`src/rtl/gbr_pkg.sv`:
```
`default_nettype none
package gbr_pkg;

    localparam int SAMPLE_BITS   = 16;
    localparam int SUM_BITS      = 21;   // 16 x full-scale sample, signed
    localparam int NUM_BITS      = 22;   // biased numerator, always positive
    localparam int REC_BITS      = 22;
    localparam int FW_BITS       = 11;
    localparam int FH_BITS       = 12;
    localparam int CFG_IDX_BITS  = 1;
    localparam int CFG_DATA_BITS = 12;

    localparam logic [CFG_IDX_BITS-1:0] REG_FRAME_WIDTH  = 1'd0;
    localparam logic [CFG_IDX_BITS-1:0] REG_FRAME_HEIGHT = 1'd1;

    localparam logic [FW_BITS-1:0] FW_RESET = 11'd640;
    localparam logic [FH_BITS-1:0] FH_RESET = 12'd480;

    typedef logic signed [SAMPLE_BITS-1:0] t_sample;

    // controller -> datapath
    typedef struct packed {
        logic       accept;
        logic       hstart;
        logic       vstart;
        logic       load;
        logic       last;
        logic [1:0] offs;
    } t_cmd;

    // datapath -> controller
    typedef struct packed {
        logic has_res;
        logic row_end;
        logic emit;
        logic div_done;
        logic out_free;
    } t_sts;

    // 1-4-6-4-1 binomial taps
    function automatic logic [2:0] tap_weight(input logic [2:0] t);
        logic [2:0] w;
        unique case (t)
            3'd0, 3'd4: w = 3'd1;
            3'd1, 3'd3: w = 3'd4;
            3'd2:       w = 3'd6;
            default:    w = 3'd0;
        endcase
        return w;
    endfunction

    // floor(2^21 / w): reciprocal of the divisor 2w scaled by 2^22
    function automatic logic [REC_BITS-1:0] recip(input logic [4:0] w);
        logic [REC_BITS-1:0] m;
        unique case (w)
            5'd1:    m = 22'd2097152;
            5'd2:    m = 22'd1048576;
            5'd3:    m = 22'd699050;
            5'd4:    m = 22'd524288;
            5'd5:    m = 22'd419430;
            5'd6:    m = 22'd349525;
            5'd7:    m = 22'd299593;
            5'd8:    m = 22'd262144;
            5'd9:    m = 22'd233016;
            5'd10:   m = 22'd209715;
            5'd11:   m = 22'd190650;
            5'd12:   m = 22'd174762;
            5'd13:   m = 22'd161319;
            5'd14:   m = 22'd149796;
            5'd15:   m = 22'd139810;
            5'd16:   m = 22'd131072;
            default: m = '0;
        endcase
        return m;
    endfunction

endpackage
`default_nettype wire

```
`src/rtl/gbr_ctrl.sv`:
```
`default_nettype none
module gbr_ctrl
    import gbr_pkg::*;
(
    input  wire logic i_clk,
    input  wire logic i_rst_n,
    input  wire logic i_in_valid,
    output logic      o_in_ready,
    input  wire t_sts i_sts,
    output t_cmd      o_cmd
);
    localparam logic [2:0] ST_IDLE   = 3'd0;
    localparam logic [2:0] ST_HSTART = 3'd1;
    localparam logic [2:0] ST_HWAIT  = 3'd2;
    localparam logic [2:0] ST_VSTART = 3'd3;
    localparam logic [2:0] ST_VWAIT  = 3'd4;
    localparam logic [2:0] ST_EMIT   = 3'd5;

    logic [2:0] r_state, n_state;
    logic [1:0] r_offs, n_offs;
    logic       is_last;

    assign is_last = (r_offs == (i_sts.row_end ? 2'd2 : 2'd0));

    always_comb begin
        n_state      = r_state;
        n_offs       = r_offs;
        o_cmd        = '0;
        o_cmd.offs   = r_offs;
        o_cmd.last   = is_last;
        o_in_ready   = 1'b0;
        unique case (r_state)
            ST_IDLE: begin
                o_in_ready = 1'b1;
                if (i_in_valid) begin
                    o_cmd.accept = 1'b1;
                    n_offs       = 2'd0;
                    if (i_sts.has_res) n_state = ST_HSTART;
                end
            end
            ST_HSTART: begin
                o_cmd.hstart = 1'b1;
                n_state      = ST_HWAIT;
            end
            ST_HWAIT: begin
                if (i_sts.div_done) n_state = ST_VSTART;
            end
            ST_VSTART: begin
                o_cmd.vstart = 1'b1;
                n_state      = ST_VWAIT;
            end
            ST_VWAIT: begin
                if (i_sts.div_done) begin
                    if (i_sts.emit) begin
                        n_state = ST_EMIT;
                    end else if (is_last) begin
                        n_state = ST_IDLE;
                    end else begin
                        n_offs  = r_offs + 2'd1;
                        n_state = ST_HSTART;
                    end
                end
            end
            ST_EMIT: begin
                if (i_sts.out_free) begin
                    o_cmd.load = 1'b1;
                    if (is_last) begin
                        n_state = ST_IDLE;
                    end else begin
                        n_offs  = r_offs + 2'd1;
                        n_state = ST_HSTART;
                    end
                end
            end
            default: n_state = ST_IDLE;
        endcase
    end

    always_ff @(posedge i_clk) begin
        if (!i_rst_n) begin
            r_state <= ST_IDLE;
            r_offs  <= 2'd0;
        end else begin
            r_state <= n_state;
            r_offs  <= n_offs;
        end
    end
endmodule
`default_nettype wire

```
`config.mk`:
```
export PLATFORM = sky130hd
export DESIGN_NAME = gbr_ctrl
export DESIGN_NICKNAME = d
export VERILOG_FILES = /design/src/rtl/gbr_pkg.sv /design/src/rtl/gbr_ctrl.sv
export SDC_FILE = /design/constraint.sdc
export NUM_CORES = 1
export LEC_CHECK = 0
export BUFFER_PORTS_ARGS = -buffer_cell sky130_fd_sc_hd__buf_4
export CAP_MARGIN = 25
export CORE_AREA = 2 2 39 41
export DETAILED_ROUTE_END_ITERATION = 10
export DIE_AREA = 0 0 41 43
export SETUP_SLACK_MARGIN = 0.5
export SYNTH_ARGS = -nofsm -noshare
export SYNTH_HDL_FRONTEND = slang
export SYNTH_SLANG_ARGS = --single-unit
export TNS_END_PERCENT = 50
```
`constraint.sdc`:
```
create_clock -name i_clk -period 1.95 [get_ports i_clk]
set_input_delay 0.39 -clock i_clk [delete_from_list [all_inputs] [get_ports i_clk]]
set_output_delay 0.39 -clock i_clk [all_outputs]
set_load 0.05 [all_outputs]
```
==> summary.txt <==
Layout
  • Synth-to-layout area growth: 76.99%
  • Fillers: 128
  • Final #Nets: 83
  • Share of cells above drive strength 1: 64.86%
  • # diodes: 0

Timing
  • Fin. Hold Viols: 0
  • Final period util: 78.80%
  • Worst slew margin: 74.74%
  • Final worst path period need: 1.537 ns
  • RSZ-0062 raised after global routing: true
  • Least-Margin Pin Slew: about 0.37 ns
  • Final slew viol count: 0
  • Setup TNS: 0 ns
  • Clk_skew: 0.005074 ns
  • Count of final setup violators: 0
  • Max Clk Rate: 0.6508 GHz

Global routing
  • GRT Residual Overflow: 0
  • Vias in the first global route: 410
  • Global-route wire length before repair: 1697 um
  • Gr usage total: between 10 and 15%
  • Initial antenna violation count: 0
  • Largest net degree at the start of global routing: 9

Critical path
  • Worst-path maximum fanout: 6
  • R2R depth: 6
  • Worst EP arrival: 1.15 ns
  • RR Endpoint: r_offs[1]$_SDFFE_PN0P_
  • R2R setup slack: approximately 0.49 ns
  • Crit path launch type: flop
  • Worst Setup End Kind: primary output
  • Reg2reg start: r_state[1]$_SDFFE_PN0P_
  • Critical path class: reg -> out
  • Critical Path RT: 1.56 ns

Route
  • DR iter-0 viols: 8
  • Routed vias/inst: 5.167
  • Via count: 465
  • DRC viols: 0
  • Post-DR wirelength/cell: 13.00 um
  • Detailed-route wire length: 1170 um
  • Antenna-violating nets left: 0
  • 1st-pass router iterations: 4

Clock network
  • Maximum level of the CTS H-tree: 1
  • TritonCTS Buffers: 3
  • CTS clk-pin slew, worst paths: 0.05 ns
  • CTS tree: done
  • Clock Latency Late Sink: 0.24 ns
  • CTS sink count: 5
  • Root buf cell: clkbuf_4
  • Maximum clock path buffer count: 2

Placement
  • Final Wtd Congestion: around 0.65
  • PortBufs: 15
  • Dpl hpwl: between 600 and 700 um

Hold path
  • Hold crit path type: in -> reg
  • Worst Hold Path EP: r_state[2]$_SDFFE_PN0P_
  • Worst hold path cell count: 3
  • Hold_sp: i_rst_n

Power
  • PD cells: 724.2 nW/um2
  • Leakage: 0.3199 nW
  • VDD IR max: approximately 0.00047 V
  • Overall Power: 543.7 uW

Synthesis
  • Synthesized Nets: 54
  • Post-synthesis cell count: 46
  • Syn avg cell area: 9.221 um2
  • Top cell type by total area after synthesis: dfxtp_1
  • Top post-synthesis cells by area: dfxtp_1 24%, nor4b_2 7.1%, buf_6 5.3%, nand2_1 4.4%, nor2b_1 4.4%
  • Synth top cells by count: 5 x dfxtp_1, 5 x nand2_1, 3 x nor2_1, 3 x nor2b_1
  • Register bit total from synthesis: 5
  • FFs w/ async S/R, synth: 0%
  • Post-synth EDFFs: 0
  • Seq/Total Area, Yosys: 23.60%
  • Synth cell types: 29
  • Top cell type's share of synthesized area: 23.60%
  • Post-synth design cell area: 424.2 um2
  • Synth warnings: 0
  • Main flop type after synthesis: dfxtp_1

Die
  • Initial Util: between 30% and 40%
  • Core Footprint: 1384 um2
  • Die area: between 1500 and 2000 um2
  • Chip height: 43 um
  • Ports: 16
  • Rows: 14
  • Die W: 41 um

Outcome
  • Status: finished, final reports clean

Job
  • Max-cap violations: 0
-- registers in the layout, indices dropped and copies added, names as in the netlist --
name     cells
r_state      3
r_offs       2
-- power breakdown --
group	internal, mW	total [mW]	switching, mW
Clock	0.0777	0.125	0.0471
Sequential	0.112	0.131	0.0193
Combinational	0.143	0.288	0.145
Total	0.333	0.544	0.211
-- cell families (layout without fill, tap and decap cells) --
kind of cell,count (synthesis),after routing,synth area share (%)
buffers and inverters,5,33,9.732
muxes,2,2,5.899
and+or+nand+nor,21,21,35.10
xor gates and xnor gates,2,2,4.131
AOI/OAI and AO/OA,11,11,21.53
DFF,5,5,23.60
-- layout by cell type, fill, tap and decap left out, types with 2 or more instances in the layout --
cell type,synthesis,routed
dfxtp_4,0,4
buf_4,2,20
nor4b_4,0,2
buf_6,2,7
clkbuf_4,0,3
nand2_1,5,5
o21ai_1,2,2
nor2b_1,3,3
-- metal layers --
metal | track usage, % | vias up | share of wire [%]
met5 | 0 | - | 0
met4 | 6.000 | 0 | 0
met3 | 1.571 | 0 | 6.6
met2 | 21.88 | 15 | 50
met1 | 18.18 | 225 | 44
li1 | - | 225 | -
-- cell type report --
cell class	instances	area (um2)	share of cell area [%]
multi-input combinational	36	351.6	46.83
timing repair buffer	28	234.0	31.17
sequential	5	115.1	15.33
clock buffer	4	26.28	3.500
tap	16	20.02	2.667
inverter	1	3.754	0.5000
-- worst max path at each step --
stage                              endpoint  cells after the start               startpoint  slack, ns
floorplan                          o_cmd[2]                      3   r_offs[1]$_SDFFE_PN0P_       0.37
global placement    r_state[0]$_SDFFE_PN0P_                      5  r_state[2]$_SDFFE_PN0P_       0.37
detailed placement  r_state[0]$_SDFFE_PN0P_                      5  r_state[2]$_SDFFE_PN0P_       0.36
CTS                                o_cmd[6]                      2  r_state[0]$_SDFFE_PN0P_       0.41
global route                       o_cmd[6]                      2  r_state[0]$_SDFFE_PN0P_       0.35
finish                             o_cmd[6]                      2  r_state[0]$_SDFFE_PN0P_       0.41
-- timing repair --
action,CTS,global route
setup buffers,10,2
pin swaps,1,4
hold buffers,0,0
gates resized for setup,11,8
endpoints found under the setup margin,9,8
-- metrics by stage --
step | util [%] | hold slack [ns] | instances | instance area (um2) | setup slack, ns
after floorplan | - | 0.5046 | 46 | 459.2 | 0.3678
after global placement | 40.60 | 0.5125 | 74 | 561.8 | 0.3744
after detailed placement | 40.60 | 0.5137 | 74 | 561.8 | 0.3558
after CTS | 50.45 | 0.4101 | 88 | 698.2 | 0.4127
after global routing | 54.25 | 0.4240 | 90 | 750.7 | 0.3459
final | 54.25 | 0.4185 | 90 | 750.7 | 0.4133
-- critical path, cell delays in order, from the launching register on --
cell and delay (ns):
dfxtp_4 0.36, nor4b_4 0.34, buf_6 0.21
(Power assumes the default switching activity.)
